<file path="src/sv/rasv_pkg.sv">
package rasv_pkg;

   localparam int ANALOG_SCALE_DEF  = 5760;
   localparam int DIGITAL_SCALE_DEF = 1440;
   localparam int ANALOG_BITS_DEF   = 12;
   localparam int DIGITAL_BITS_DEF  = 14;

   // filter coefficients, Q25, and the integer rate scale RATE_MS
   localparam logic signed [31:0] CB0     = 32'sd79095;
   localparam logic signed [31:0] CB1     = 32'sd158190;
   localparam logic signed [31:0] CB2     = 32'sd79095;
   localparam logic signed [31:0] CA1     = -32'sd62345588;
   localparam logic signed [31:0] CA2     = 32'sd29107535;
   localparam logic signed [31:0] RATE_MS = 32'sd1000;

   localparam int DIV_W = 35;
   localparam int STEP_W = 5;

   localparam logic [STEP_W-1:0] STEP_IDLE     = 5'd0;
   localparam logic [STEP_W-1:0] STEP_CONV_A   = 5'd1;
   localparam logic [STEP_W-1:0] STEP_CONV_D   = 5'd2;
   localparam logic [STEP_W-1:0] STEP_CONV_END = 5'd3;
   localparam logic [STEP_W-1:0] STEP_F_B0     = 5'd4;
   localparam logic [STEP_W-1:0] STEP_F_PRE    = 5'd5;
   localparam logic [STEP_W-1:0] STEP_F_PRE2   = 5'd6;
   localparam logic [STEP_W-1:0] STEP_F_B1     = 5'd7;
   localparam logic [STEP_W-1:0] STEP_F_A1H    = 5'd8;
   localparam logic [STEP_W-1:0] STEP_F_A1L    = 5'd9;
   localparam logic [STEP_W-1:0] STEP_F_A2H    = 5'd10;
   localparam logic [STEP_W-1:0] STEP_F_A2L    = 5'd11;
   localparam logic [STEP_W-1:0] STEP_R_MA     = 5'd12;
   localparam logic [STEP_W-1:0] STEP_R_MD     = 5'd13;
   localparam logic [STEP_W-1:0] STEP_R_START  = 5'd14;
   localparam logic [STEP_W-1:0] STEP_R_WAIT   = 5'd15;
   localparam logic [STEP_W-1:0] STEP_R_SAVE   = 5'd16;
   localparam logic [STEP_W-1:0] STEP_FINISH   = 5'd17;

   localparam logic [2:0] REG_ANALOG_MID  = 3'd0;
   localparam logic [2:0] REG_DIGITAL_MID = 3'd1;
   localparam logic [2:0] REG_ANALOG_LO   = 3'd2;
   localparam logic [2:0] REG_ANALOG_HI   = 3'd3;
   localparam logic [2:0] REG_DIGITAL_LO  = 3'd4;
   localparam logic [2:0] REG_DIGITAL_HI  = 3'd5;
   localparam logic [2:0] REG_RATE_LIMIT  = 3'd6;
   localparam logic [2:0] REG_AGREE_TOL   = 3'd7;

   typedef struct packed {
      logic [11:0] analog_raw;
      logic [13:0] digital_raw;
      logic        encoder_error;
      logic [31:0] time_ms;
   } req_item_type;

   typedef struct packed {
      logic signed [23:0] steer_angle;
      logic               angle_valid;
      logic signed [23:0] analog_angle;
      logic signed [23:0] digital_angle;
      logic signed [31:0] analog_rate;
      logic signed [31:0] digital_rate;
      logic               analog_out_of_range;
      logic               digital_out_of_range;
      logic               analog_rate_exceeded;
      logic               digital_rate_exceeded;
      logic               sensors_disagree;
      logic               both_failed;
   } rsp_item_type;

   typedef struct packed {
      logic [STEP_W-1:0] step;
      logic              capture;
   } cmd_type;

   typedef struct packed {
      logic run_filter;
      logic div_done;
      logic out_free;
   } status_type;

   // round to nearest, ties up, then arithmetic shift
   function automatic logic signed [63:0] rnd_shift(input logic signed [63:0] v,
                                                    input int unsigned n);
      logic signed [63:0] half;
      half = 64'sd1 <<< (n - 1);
      return (v + half) >>> n;
   endfunction

   function automatic logic signed [63:0] sat_to(input logic signed [63:0] v,
                                                 input int unsigned bits);
      logic signed [63:0] hi;
      logic signed [63:0] lo;
      hi = (64'sd1 <<< (bits - 1)) - 64'sd1;
      lo = -hi - 64'sd1;
      if (v > hi) begin
         return hi;
      end else if (v < lo) begin
         return lo;
      end
      return v;
   endfunction

endpackage

</file>
<file path="src/sv/rasv_ctrl.sv">
module rasv_ctrl (
   input  logic                 clock,
   input  logic                 reset,
   input  logic                 req_valid,
   output logic                 req_ready,
   input  rasv_pkg::status_type status,
   output rasv_pkg::cmd_type    cmd
);
   logic [rasv_pkg::STEP_W-1:0] state_ff, state_in;

   always_comb begin
      state_in = state_ff;
      unique case (state_ff)
         rasv_pkg::STEP_IDLE: begin
            if (req_valid) begin
               state_in = rasv_pkg::STEP_CONV_A;
            end
         end
         rasv_pkg::STEP_CONV_A:   state_in = rasv_pkg::STEP_CONV_D;
         rasv_pkg::STEP_CONV_D:   state_in = rasv_pkg::STEP_CONV_END;
         rasv_pkg::STEP_CONV_END: begin
            state_in = status.run_filter ? rasv_pkg::STEP_F_B0 : rasv_pkg::STEP_FINISH;
         end
         rasv_pkg::STEP_F_B0:     state_in = rasv_pkg::STEP_F_PRE;
         rasv_pkg::STEP_F_PRE:    state_in = rasv_pkg::STEP_F_PRE2;
         rasv_pkg::STEP_F_PRE2:   state_in = rasv_pkg::STEP_F_B1;
         rasv_pkg::STEP_F_B1:     state_in = rasv_pkg::STEP_F_A1H;
         rasv_pkg::STEP_F_A1H:    state_in = rasv_pkg::STEP_F_A1L;
         rasv_pkg::STEP_F_A1L:    state_in = rasv_pkg::STEP_F_A2H;
         rasv_pkg::STEP_F_A2H:    state_in = rasv_pkg::STEP_F_A2L;
         rasv_pkg::STEP_F_A2L:    state_in = rasv_pkg::STEP_R_MA;
         rasv_pkg::STEP_R_MA:     state_in = rasv_pkg::STEP_R_MD;
         rasv_pkg::STEP_R_MD:     state_in = rasv_pkg::STEP_R_START;
         rasv_pkg::STEP_R_START:  state_in = rasv_pkg::STEP_R_WAIT;
         rasv_pkg::STEP_R_WAIT: begin
            if (status.div_done) begin
               state_in = rasv_pkg::STEP_R_SAVE;
            end
         end
         rasv_pkg::STEP_R_SAVE:   state_in = rasv_pkg::STEP_FINISH;
         rasv_pkg::STEP_FINISH: begin
            if (status.out_free) begin
               state_in = rasv_pkg::STEP_IDLE;
            end
         end
         default:                 state_in = rasv_pkg::STEP_IDLE;
      endcase
   end

   always_ff @(posedge clock) begin
      if (reset) begin
         state_ff <= rasv_pkg::STEP_IDLE;
      end else begin
         state_ff <= state_in;
      end
   end

   assign req_ready   = (state_ff == rasv_pkg::STEP_IDLE);
   assign cmd.step    = state_ff;
   assign cmd.capture = req_valid && (state_ff == rasv_pkg::STEP_IDLE);
endmodule

</file>
<file path="config.mk">
export PLATFORM = sky130hd
export DESIGN_NAME = rasv_ctrl
export DESIGN_NICKNAME = d
export VERILOG_FILES = /design/src/sv/rasv_pkg.sv /design/src/sv/rasv_ctrl.sv
export SDC_FILE = /design/constraint.sdc
export NUM_CORES = 1
export LEC_CHECK = 0
export BUFFER_PORTS_ARGS = -buffer_cell sky130_fd_sc_hd__buf_2
export CAP_MARGIN = 5
export CORE_AREA = 8 8 45 47
export CTS_CLUSTER_DIAMETER = 30
export DETAILED_ROUTE_END_ITERATION = 6
export DIE_AREA = 0 0 53 55
export RECOVER_POWER = 25
export SYNTH_ARGS = -nofsm -noshare
export SYNTH_HDL_FRONTEND = slang
export SYNTH_SLANG_ARGS = --single-unit
export TNS_END_PERCENT = 5
</file>
<file path="constraint.sdc">
create_clock -name clock -period 1.25 [get_ports clock]
set_input_delay 0.125 -clock clock [delete_from_list [all_inputs] [get_ports clock]]
set_output_delay 0.125 -clock clock [all_outputs]
set_load 0.05 [all_outputs]
</file>
After elaboration in Yosys (flattened, before gate mapping)
Index checks and enable logic that the tools add are counted. W data, S select, Z words.

Muxes and demuxes: 5. Eq/ne operators: 20. Reduce and logical (&&, ||, !) cells: 3.

Operator list (number): $pmux W5 S18 (1); $eq A5 B4 Y1 const B (8); $eq A5 B3 Y1 const B (4); $mux W5 (4); $eq A5 B2 Y1 const B (2); $eq A5 B5 Y1 const B (2); $ne A2 B2 Y1 const B (3); $eq A5 B1 Y1 const B (1); $logic_not A5 Y1 (1); $reduce_and A3 Y1 (1); $logic_and A1 B1 Y1 (1).

Input port bits: 6. Output and inout port bits: 7. Register bits after elaboration: 5.

Longest topological paths before layout
Gate-level depths: netlist of the first run.

Word-level depth: 3. Mapped depth: 5.

Worst setup path before layout of the first run
No wires, ideal clock.

Path kind: reg2out. Start: register state_ff[2] (netlist bit). End: output cmd[0] (netlist bit). Buffers on the path: 1. Arrival: 2.311 ns. Cell stages (with the launch flop): 5. Required time: 1.125 ns. Slack: -1.186 ns. Path through: dfxtp_1 -> buf_6 -> nor4_2 -> nor2b_1 -> and2_1.

RTL lines: start, declared (line rasv_ctrl.sv:9) `logic [rasv_pkg::STEP_W-1:0] state_ff, state_in;`; start signal, assigned (line rasv_ctrl.sv:52) `state_ff <= rasv_pkg::STEP_IDLE;`; start signal, assigned (line rasv_ctrl.sv:54) `state_ff <= state_in;`; end, declared (line rasv_ctrl.sv:7) `output rasv_pkg::cmd_type cmd`.

==> flow_results.xml, run 1 <==
<?xml version="1.0" encoding="UTF-8"?>
<metrics>
  <group name="clocking">
    <metric name="htree_levels" unit="">1</metric>
    <metric name="numCtsBuffers" unit="">3</metric>
    <metric name="cts-root-to-sink-buffers" unit="">2</metric>
    <metric name="cts.root.buffer_cell" unit="">sky130_fd_sc_hd__clkbuf_4</metric>
    <metric name="clock_latency" unit="ns">0.25</metric>
    <metric name="cts_tree" unit="">yes</metric>
    <metric name="clock-sinks" unit="">5</metric>
    <metric name="postCtsHoldBufs" unit="">0</metric>
    <metric name="clk_pin_slew" unit="ns">0.04</metric>
  </group>
  <group name="timing">
    <metric name="setup_viol" unit="">4</metric>
    <metric name="finalCriticalPeriod" unit="ns">1.472</metric>
    <metric name="layout_worst_path_cycle_share" unit="%">117.8</metric>
    <metric name="worst_slack" unit="ns">-0.2221</metric>
    <metric name="hold_viol" unit="">0</metric>
    <metric name="worst_slew_margin_rel" unit="%">83.22</metric>
    <metric name="finalHoldWorstSlack" unit="ns">0.1383</metric>
    <metric name="finClkSkew" unit="ns">0.005123</metric>
    <metric name="rsz_0062_raised_after_global_routing" unit="">yes</metric>
    <metric name="setup-tns-final" unit="ns">-0.6289</metric>
    <metric name="achievable-frequency" unit="MHz">679.3</metric>
    <metric name="worst_slew_pin_slew" unit="ns">0.2496</metric>
    <metric name="maxSlewViolCount" unit="">0</metric>
  </group>
  <group name="placed_design">
    <metric name="place_congestion" unit="">0.7863</metric>
    <metric name="port_buffers" unit="">12</metric>
    <metric name="dp.final_hpwl" unit="µm">829.3</metric>
  </group>
  <group name="cells_and_area">
    <metric name="fin_nets" unit="">76</metric>
    <metric name="final-seq-area" unit="µm²">110.1</metric>
    <metric name="largest_reg_flops" unit="">5</metric>
    <metric name="max_flop_register" unit="">state_ff</metric>
    <metric name="antenna_cells" unit="">0</metric>
    <metric name="areaGrowthSynthToFinish" unit="%">70.00</metric>
    <metric name="final_core_util" unit="%">41.50</metric>
    <metric name="multiInputGateArea" unit="µm²">261.5</metric>
    <metric name="largest_registers" unit="">state_ff (5)</metric>
    <metric name="layout.cells.most_common_list" unit="">11 x sky130_fd_sc_hd__buf_2, 11 x sky130_fd_sc_hd__buf_4, 9 x sky130_fd_sc_hd__nor2_1</metric>
    <metric name="layout-drive-gt1-share" unit="%">56.52</metric>
    <metric name="fillCellCount" unit="">143</metric>
  </group>
  <group name="floorplan">
    <metric name="dieArea" unit="mm²">0.002915</metric>
    <metric name="fp.coreArea" unit="mm²">0.001384</metric>
    <metric name="rows" unit="">14</metric>
    <metric name="chipHeight" unit="µm">55</metric>
    <metric name="initial_utilization" unit="%">24.41</metric>
    <metric name="ios" unit="">13</metric>
    <metric name="die_x" unit="µm">53</metric>
  </group>
  <group name="setup_path">
    <metric name="cp.required" unit="ns">1.12</metric>
    <metric name="worst-setup-path-type" unit="">register to primary output</metric>
    <metric name="critical_path_peak_fanout" unit="">3</metric>
    <metric name="crit_path_start_kind" unit="">register</metric>
    <metric name="cp-end-kind" unit="">primary output</metric>
    <metric name="r2r_cells" unit="">6</metric>
    <metric name="cp.arrival" unit="ns">1.35</metric>
  </group>
  <group name="yosys">
    <metric name="synth_seq_cells" unit="">5</metric>
    <metric name="synth_warnings" unit="">0</metric>
    <metric name="syn-mean-instance-area" unit="µm²">7.507</metric>
    <metric name="synth_area_leader_cell" unit="">sky130_fd_sc_hd__dfxtp_1</metric>
    <metric name="post_synth_inst_count" unit="">45</metric>
    <metric name="synth.area.top_cells" unit="">sky130_fd_sc_hd__dfxtp_1 30%, sky130_fd_sc_hd__nor2_1 10%, sky130_fd_sc_hd__nor3_1 4.4%</metric>
    <metric name="synth.cell_area" unit="µm²">337.8</metric>
    <metric name="synth_top_area_share" unit="%">29.63</metric>
    <metric name="number_of_unique_standard_cell_types_used_by_synthesis" unit="">26</metric>
    <metric name="synth_seq_area_share" unit="%">29.63</metric>
    <metric name="synth_fp_nets" unit="">51</metric>
  </group>
  <group name="route">
    <metric name="firstDrtPassIters" unit="">5</metric>
    <metric name="detailed_router_s_first_iteration_violation_count" unit="">2</metric>
    <metric name="post_drt_wl_per_cell" unit="µm">12.79</metric>
    <metric name="final_antenna_net_count" unit="">0</metric>
    <metric name="routed-via-count" unit="">407</metric>
    <metric name="via_per_inst" unit="">4.788</metric>
    <metric name="post-route-drc-count" unit="">0</metric>
    <metric name="detail_route.wirelength" unit="mm">1.087</metric>
  </group>
  <group name="global_routing">
    <metric name="grt_antenna_before_repair" unit="">0</metric>
    <metric name="global_route_usage_sum" unit="%">8.142</metric>
    <metric name="grt_first_pass_wirelength" unit="mm">1.690</metric>
    <metric name="global_route.overflow_total" unit="">0</metric>
    <metric name="grt_max_degree" unit="">13</metric>
    <metric name="first_global_vias" unit="">379</metric>
  </group>
  <group name="power_and_ir_drop">
    <metric name="power_leakage" unit="nW">0.2699</metric>
    <metric name="switching_share" unit="%">40.34</metric>
    <metric name="cell_internal_pwr" unit="µW">499.6</metric>
    <metric name="comb_power_share" unit="%">52.6</metric>
    <metric name="fin_total_pwr" unit="µW">837.4</metric>
    <metric name="max-vdd-ir-drop" unit="mV">0.5830</metric>
    <metric name="clockPowerShare" unit="%">23.7</metric>
    <metric name="power.density_cell_area" unit="mW/mm²">1458</metric>
    <metric name="share_seq_of_total_power" unit="%">23.7</metric>
    <metric name="switching_power_of_the_nets" unit="µW">337.9</metric>
  </group>
  <group name="worst_hold_path">
    <metric name="worstHoldPathType" unit="">input port to register</metric>
    <metric name="timing.hold.worst_path_depth" unit="">2</metric>
  </group>
  <group name="job">
    <metric name="drv.max_cap_violation_count" unit="">0</metric>
  </group>
  <group name="status">
    <metric name="violations" unit="">negative setup slack</metric>
    <metric name="run_status" unit="">finished, violations left</metric>
  </group>
</metrics>
## what timing repair did
item                       4_1_cts  5_1_grt
setup endpoints to repair        4        5
gates resized for setup          4        7
setup buffers                    0        2
pin swaps                        0        5
## cell type report
type / instances / area share [%]
multi-input combinational: 36 / 45.53
timing repair buffer: 23 / 26.58
sequential: 5 / 19.17
clock buffer: 4 / 4.575
tap: 16 / 3.486
inverter: 1 / 0.6536
## worst max-delay path, cell delays in order, from the launching register on
cell and delay, ns:
sky130_fd_sc_hd__dfxtp_4 0.35, sky130_fd_sc_hd__nor4_4 0.28, sky130_fd_sc_hd__nor2b_4 0.19, sky130_fd_sc_hd__and2_4 0.14, sky130_fd_sc_hd__buf_8 0.13
## per-stage QoR
stage | cells | instance area (µm²) | setup slack, ns
6_report | 85 | 574.3 | -0.2221
5_1_grt | 85 | 574.3 | -0.2818
4_1_cts | 83 | 533.0 | -0.2131
3_5_place_dp | 79 | 491.7 | -0.09052
3_3_place_gp | 79 | 491.7 | -0.06258
2_1_floorplan | 45 | 364.1 | -0.3589
## metal layers
layer  routed length [µm]  vias to the layer above  share of wire [%]  track usage, %
met2                  530                       10                 49           14.65
met4                   17                        0                1.6           1.293
met5                    0                        -                  0               0
met1                  444                      185                 41           7.751
li1                     -                      207                  -               -
met3                   95                        5                8.7           5.348
## kinds of logic after synthesis
group,after synthesis,share of synthesized area (%)
simple gates,25,38.89
mux,1,2.963
flops,5,29.63
compound gates,9,18.89
xor+xnor,1,2.593
buf+inv,4,7.033
## cell usage after synthesis (all sizes together)
| cell | count |
|---|---|
| a2111oi | 1 |
| a21oi | 3 |
| a31o | 1 |
| and2 | 1 |
| and3 | 1 |
| buf | 2 |
| clkbuf | 1 |
| dfxtp | 5 |
| inv | 1 |
| mux2i | 1 |
| nand2 | 3 |
| nand3 | 2 |
| nand3b | 1 |
| nor2 | 9 |
| nor2b | 2 |
| nor3 | 3 |
| nor4 | 2 |
| o21ai | 1 |
| o22ai | 1 |
| o31a | 1 |
| o31ai | 1 |
| or4b | 1 |
| xnor2 | 1 |
## power by group through the flow
stage	logic [mW]	registers, mW	clock network (mW)
floorplan	0.195	0.263	0
global placement	0.372	0.202	0
detailed placement	0.374	0.203	0
CTS	0.391	0.200	0.206
global route	0.468	0.200	0.222
finish	0.441	0.198	0.198
## worst paths after layout
| kind | endpoint | slack (ns) | startpoint |
|---|---|---|---|
| worst max-delay path | cmd[0] | -0.22 | state_ff[1] |
| worst max register to register | state_ff[0] | -0.13 | state_ff[1] |
| worst min register to register | state_ff[3] | 0.63 | state_ff[4] |
| worst min-delay path | state_ff[0] | 0.14 | reset |
Note: power is estimated with default switching activity, not from simulation.
==> run 2: changes to the inputs <==
- CELL_PAD_IN_SITES_DETAIL_PLACEMENT: not set -> 0
- CELL_PAD_IN_SITES_GLOBAL_PLACEMENT: not set -> 2
- CORE_AREA: 8 8 45 47 -> not set
- CORE_MARGIN: not set -> 8
- CORE_UTILIZATION: not set -> 21
- DIE_AREA: 0 0 53 55 -> not set
- PLACE_DENSITY_LB_ADDON: not set -> 0.1
==> flow_results.xml, run 2 (synthesis results as in run 1) <==
<?xml version="1.0" encoding="UTF-8"?>
<metrics>
  <group name="clocking">
    <metric name="clock-sinks" unit="">5</metric>
    <metric name="numCtsBuffers" unit="">3</metric>
    <metric name="clock_latency" unit="ns">0.25</metric>
    <metric name="cts_tree" unit="">yes</metric>
    <metric name="htree_levels" unit="">1</metric>
    <metric name="cts-root-to-sink-buffers" unit="">2</metric>
    <metric name="clk_pin_slew" unit="ns">0.05</metric>
    <metric name="cts.root.buffer_cell" unit="">sky130_fd_sc_hd__clkbuf_4</metric>
    <metric name="postCtsHoldBufs" unit="">0</metric>
  </group>
  <group name="floorplan">
    <metric name="rows" unit="">14</metric>
    <metric name="initial_utilization" unit="%">22.43</metric>
    <metric name="fp.coreArea" unit="mm²">0.001506</metric>
    <metric name="dieArea" unit="mm²">0.003148</metric>
    <metric name="die_x" unit="µm">56.11</metric>
    <metric name="chipHeight" unit="µm">56.11</metric>
    <metric name="ios" unit="">13</metric>
  </group>
  <group name="route">
    <metric name="final_antenna_net_count" unit="">0</metric>
    <metric name="post_drt_wl_per_cell" unit="µm">13.31</metric>
    <metric name="via_per_inst" unit="">4.871</metric>
    <metric name="detailed_router_s_first_iteration_violation_count" unit="">8</metric>
    <metric name="routed-via-count" unit="">414</metric>
    <metric name="post-route-drc-count" unit="">0</metric>
    <metric name="detail_route.wirelength" unit="mm">1.131</metric>
    <metric name="firstDrtPassIters" unit="">4</metric>
  </group>
  <group name="worst_hold_path">
    <metric name="worstHoldPathType" unit="">input port to register</metric>
  </group>
  <group name="timing">
    <metric name="setup_viol" unit="">4</metric>
    <metric name="rsz_0062_raised_after_global_routing" unit="">yes</metric>
    <metric name="maxSlewViolCount" unit="">0</metric>
    <metric name="worst_slack" unit="ns">-0.2830</metric>
    <metric name="setup-tns-final" unit="ns">-0.8390</metric>
    <metric name="finClkSkew" unit="ns">0.004428</metric>
    <metric name="layout_worst_path_cycle_share" unit="%">122.6</metric>
    <metric name="achievable-frequency" unit="MHz">652.3</metric>
    <metric name="worst_slew_pin_slew" unit="ns">0.2856</metric>
    <metric name="finalHoldWorstSlack" unit="ns">0.1020</metric>
    <metric name="hold_viol" unit="">0</metric>
    <metric name="worst_slew_margin_rel" unit="%">80.82</metric>
    <metric name="finalCriticalPeriod" unit="ns">1.533</metric>
  </group>
  <group name="cells_and_area">
    <metric name="layout.cells.most_common_list" unit="">11 x sky130_fd_sc_hd__buf_4, 10 x sky130_fd_sc_hd__buf_2, 9 x sky130_fd_sc_hd__nor2_1</metric>
    <metric name="fillCellCount" unit="">162</metric>
    <metric name="layout-drive-gt1-share" unit="%">56.52</metric>
    <metric name="finalInstanceArea" unit="µm²">574.3</metric>
    <metric name="leading_cell_type_in_the_layout_fill_and_taps_excluded" unit="">sky130_fd_sc_hd__buf_4</metric>
    <metric name="areaGrowthSynthToFinish" unit="%">70.00</metric>
    <metric name="multiInputGateArea" unit="µm²">257.7</metric>
    <metric name="fin_nets" unit="">76</metric>
    <metric name="antenna_cells" unit="">0</metric>
    <metric name="max_flop_register" unit="">state_ff</metric>
    <metric name="largest_registers" unit="">state_ff (5)</metric>
    <metric name="largest_reg_flops" unit="">5</metric>
    <metric name="final-seq-area" unit="µm²">107.6</metric>
  </group>
  <group name="placed_design">
    <metric name="place_congestion" unit="">0.7649</metric>
    <metric name="dp.final_hpwl" unit="µm">883.8</metric>
    <metric name="dpl-instance-area" unit="µm²">499.2</metric>
    <metric name="port_buffers" unit="">12</metric>
  </group>
  <group name="global_routing">
    <metric name="global_route.overflow_total" unit="">0</metric>
    <metric name="grt_first_pass_wirelength" unit="mm">2.042</metric>
    <metric name="grt_antenna_before_repair" unit="">0</metric>
    <metric name="global_route_usage_sum" unit="%">8.141</metric>
    <metric name="first_global_vias" unit="">426</metric>
    <metric name="grt_max_degree" unit="">13</metric>
  </group>
  <group name="setup_path">
    <metric name="cp-end-kind" unit="">primary output</metric>
    <metric name="worst-setup-path-type" unit="">register to primary output</metric>
    <metric name="crit_path_start_kind" unit="">register</metric>
    <metric name="critical_path_peak_fanout" unit="">3</metric>
    <metric name="cp.arrival" unit="ns">1.41</metric>
    <metric name="cp.required" unit="ns">1.12</metric>
  </group>
  <group name="status">
    <metric name="run_status" unit="">finished, violations left</metric>
    <metric name="violations" unit="">negative setup slack</metric>
  </group>
  <group name="power_and_ir_drop">
    <metric name="max-vdd-ir-drop" unit="mV">0.6906</metric>
    <metric name="power.density_cell_area" unit="mW/mm²">1382</metric>
    <metric name="fin_total_pwr" unit="µW">793.6</metric>
    <metric name="power_leakage" unit="nW">0.2663</metric>
  </group>
  <group name="job">
    <metric name="drv.max_cap_violation_count" unit="">0</metric>
  </group>
</metrics>
run 2: final timing paths:
check | slack, ns | end | cells past startpoint | startpoint
max | -0.28 | cmd[0] | 4 | state_ff[2]
min | 0.10 | state_ff[0] | 2 | reset
max reg2reg | -0.20 | state_ff[0] | 5 | state_ff[2]
min reg2reg | 0.61 | state_ff[3] | 2 | state_ff[3]
run 2: critical path: stages (launching register included):
cell and delay (ns):
sky130_fd_sc_hd__dfxtp_4 0.35, sky130_fd_sc_hd__nor4_4 0.32, sky130_fd_sc_hd__nor2b_4 0.21, sky130_fd_sc_hd__and2_4 0.14, sky130_fd_sc_hd__buf_8 0.13
run 2: where the power goes:
part           switching [mW]  internal [mW]
combinational           0.228          0.162
clock                  0.0837          0.122
sequential             0.0205          0.178
total                   0.332          0.461
run 2: cell type report:
type,instances,area share [%]
Inverter,1,0.6536
Multi-Input combinational cell,36,44.88
Sequential cell,5,18.74
Tap cell,16,3.486
Timing Repair Buffer,23,27.67
Clock buffer,4,4.575
run 2: metrics by stage:
stage / cells / worst slack, ns / utilization [%]
detailed placement: 80 / -0.1145 / 33.14
floorplan: 45 / -0.3589 / -
CTS: 85 / -0.3034 / 37.46
global route: 85 / -0.3582 / 38.12
finish: 85 / -0.2830 / 38.12
global placement: 80 / -0.09741 / 33.14
run 2: repair_timing:
action	CTS	global route
setup endpoints to repair	6	7
pin swaps	1	0
resized for setup	8	3
setup buffers	1	0
run 2: per-layer routing:
metal | wire [µm] | global-route usage, % | vias up
li1 | - | - | 211
met1 | 463 | 8.931 | 186
met2 | 573 | 12.68 | 12
met3 | 46 | 1.826 | 5
met4 | 48 | 7.216 | 0
met5 | 0 | 0 | -
==> run 3: changes to the inputs <==
- BUFFER_PORTS_ARGS: -buffer_cell sky130_fd_sc_hd__buf_2 -> -buffer_cell sky130_fd_sc_hd__buf_4
==> flow_results.xml, run 3 (synthesis results as in run 1) <==
<?xml version="1.0" encoding="UTF-8"?>
<metrics>
  <group name="clocking">
    <metric name="cts_tree" unit="">yes</metric>
    <metric name="clock_latency" unit="ns">0.24</metric>
    <metric name="htree_levels" unit="">1</metric>
    <metric name="cts.root.buffer_cell" unit="">sky130_fd_sc_hd__clkbuf_4</metric>
    <metric name="postCtsHoldBufs" unit="">0</metric>
    <metric name="numCtsBuffers" unit="">3</metric>
    <metric name="clk_pin_slew" unit="ns">0.05</metric>
    <metric name="cts-root-to-sink-buffers" unit="">2</metric>
    <metric name="clock-sinks" unit="">5</metric>
  </group>
  <group name="route">
    <metric name="post-route-drc-count" unit="">0</metric>
    <metric name="firstDrtPassIters" unit="">3</metric>
    <metric name="final_antenna_net_count" unit="">0</metric>
    <metric name="detail_route.wirelength" unit="mm">1.133</metric>
    <metric name="via_per_inst" unit="">4.917</metric>
    <metric name="detailed_router_s_first_iteration_violation_count" unit="">2</metric>
    <metric name="routed-via-count" unit="">413</metric>
    <metric name="post_drt_wl_per_cell" unit="µm">13.49</metric>
  </group>
  <group name="timing">
    <metric name="worst_slew_margin_rel" unit="%">81.78</metric>
    <metric name="worst_slack" unit="ns">-0.2191</metric>
    <metric name="setup_viol" unit="">4</metric>
    <metric name="achievable-frequency" unit="MHz">680.7</metric>
    <metric name="finalHoldWorstSlack" unit="ns">0.09029</metric>
    <metric name="hold_viol" unit="">0</metric>
    <metric name="finalCriticalPeriod" unit="ns">1.469</metric>
    <metric name="finClkSkew" unit="ns">0.005062</metric>
    <metric name="layout_worst_path_cycle_share" unit="%">117.5</metric>
    <metric name="worst_slew_pin_slew" unit="ns">0.2728</metric>
    <metric name="rsz_0062_raised_after_global_routing" unit="">yes</metric>
    <metric name="maxSlewViolCount" unit="">0</metric>
  </group>
  <group name="setup_path">
    <metric name="timing.critical_path.cells" unit="">nor4_4 &gt; nor2b_4 &gt; and2_4 &gt; buf_8</metric>
    <metric name="max_incr_delay_on_cp" unit="ns">0.35</metric>
    <metric name="crit_slowest_cell" unit="">sky130_fd_sc_hd__dfxtp_4</metric>
    <metric name="critical_path.top_delay_family" unit="">simple AND/OR/NAND/NOR gates</metric>
    <metric name="cp.arrival" unit="ns">1.34</metric>
    <metric name="cp-end-kind" unit="">primary output</metric>
    <metric name="crit_buf_inv" unit="">1</metric>
    <metric name="r2r-start" unit="">state_ff[2]</metric>
    <metric name="crit_path_start_kind" unit="">register</metric>
    <metric name="worst-r2r-setup-slack" unit="ns">-0.19</metric>
    <metric name="critical_path.reg2reg.endpoint" unit="">state_ff[0]</metric>
    <metric name="critical_path_peak_fanout" unit="">2</metric>
    <metric name="crit_path_depth" unit="">4</metric>
    <metric name="cp.required" unit="ns">1.12</metric>
    <metric name="cp-startpoint" unit="">state_ff[2]</metric>
    <metric name="critical_path.endpoint" unit="">cmd[0]</metric>
    <metric name="r2r_cells" unit="">5</metric>
    <metric name="worst-setup-path-type" unit="">register to primary output</metric>
  </group>
  <group name="floorplan">
    <metric name="chipHeight" unit="µm">56.11</metric>
    <metric name="fp.coreArea" unit="mm²">0.001506</metric>
    <metric name="dieArea" unit="mm²">0.003148</metric>
    <metric name="ios" unit="">13</metric>
    <metric name="initial_utilization" unit="%">22.43</metric>
    <metric name="rows" unit="">14</metric>
    <metric name="die_x" unit="µm">56.11</metric>
  </group>
  <group name="power_and_ir_drop">
    <metric name="power.density_cell_area" unit="mW/mm²">1354</metric>
    <metric name="max-vdd-ir-drop" unit="mV">0.5612</metric>
    <metric name="fin_total_pwr" unit="µW">813.4</metric>
    <metric name="power_leakage" unit="nW">0.2695</metric>
  </group>
  <group name="cells_and_area">
    <metric name="layout-drive-gt1-share" unit="%">57.35</metric>
    <metric name="max_flop_register" unit="">state_ff</metric>
    <metric name="fin_nets" unit="">75</metric>
    <metric name="antenna_cells" unit="">0</metric>
    <metric name="largest_reg_flops" unit="">5</metric>
    <metric name="stdcell_count" unit="">84</metric>
    <metric name="largest_registers" unit="">state_ff (5)</metric>
    <metric name="finalInstanceArea" unit="µm²">600.6</metric>
    <metric name="fillCellCount" unit="">155</metric>
    <metric name="areaGrowthSynthToFinish" unit="%">77.78</metric>
    <metric name="leading_cell_type_in_the_layout_fill_and_taps_excluded" unit="">sky130_fd_sc_hd__buf_4</metric>
    <metric name="layout.cells.most_common_list" unit="">20 x sky130_fd_sc_hd__buf_4, 9 x sky130_fd_sc_hd__nor2_1, 3 x sky130_fd_sc_hd__clkbuf_4</metric>
  </group>
  <group name="placed_design">
    <metric name="pre_cts_ws" unit="ns">-0.06948</metric>
    <metric name="port_buffers" unit="">12</metric>
    <metric name="dpl-instance-area" unit="µm²">514.2</metric>
    <metric name="place_congestion" unit="">0.7629</metric>
    <metric name="dp.final_hpwl" unit="µm">837.9</metric>
    <metric name="placed_cells_incl_taps" unit="">78</metric>
  </group>
  <group name="job">
    <metric name="drv.max_cap_violation_count" unit="">0</metric>
  </group>
  <group name="status">
    <metric name="run_status" unit="">finished, violations left</metric>
    <metric name="violations" unit="">negative setup slack</metric>
  </group>
  <group name="worst_hold_path">
    <metric name="worstHoldPathType" unit="">input port to register</metric>
    <metric name="hold_path.startpoint" unit="">reset</metric>
  </group>
  <group name="global_routing">
    <metric name="first_global_vias" unit="">402</metric>
    <metric name="global_route_usage_sum" unit="%">7.136</metric>
    <metric name="grt_antenna_before_repair" unit="">0</metric>
    <metric name="grt_max_degree" unit="">13</metric>
    <metric name="grt_first_pass_wirelength" unit="mm">1.842</metric>
    <metric name="global_route.overflow_total" unit="">0</metric>
  </group>
</metrics>
run 3: cell count changes in the layout (fill, tap and decap cells not counted), sizes merged:
cell and change:
buf -1
run 3: area by class of cell:
type                    count  area (µm²)  area share [%]
well taps                  16       20.02           3.333
clock buffers               4       26.28           4.375
flip-flops and latches      5       110.1           18.33
repair buffers             22       176.4           29.37
inverters                   1       3.754          0.6250
multi-input cells          36       264.0           43.96
run 3: repair_timing:
action,4_1_cts,5_1_grt
setup buffers,2,0
pin swaps,1,0
gates resized for setup,5,6
endpoints found under the setup margin,5,6
run 3: per-stage QoR:
step / util [%] / TNS [ns]
floorplan: - / -1.016
global placement: 34.14 / -0.2054
detailed placement: 34.14 / -0.1153
CTS: 38.12 / -0.6914
global route: 39.87 / -1.012
finish: 39.87 / -0.6412
run 3: per-layer routing:
layer	vias up	GRT usage, %	part of all wire, %
li1	208	-	-
met1	194	6.642	39
met2	9	12.84	56
met3	2	3.425	4.5
met4	0	3.093	1.2
met5	-	0	0
run 3: how the worst min path moves through the flow:
stage / to / slack (ns) / cells after the start
finish: state_ff[0] / 0.09 / 2
global route: state_ff[0] / 0.09 / 2
CTS: state_ff[0] / 0.07 / 2
detailed placement: state_ff[0] / 0.33 / 2
global placement: state_ff[0] / 0.33 / 2
floorplan: state_ff[0] / 0.18 / 1
run 3: power breakdown:
group | total (mW) | internal, mW | switching (mW)
clock | 0.187 | 0.121 | 0.0667
sequential | 0.203 | 0.176 | 0.0268
combinational | 0.423 | 0.193 | 0.230
total | 0.813 | 0.490 | 0.323
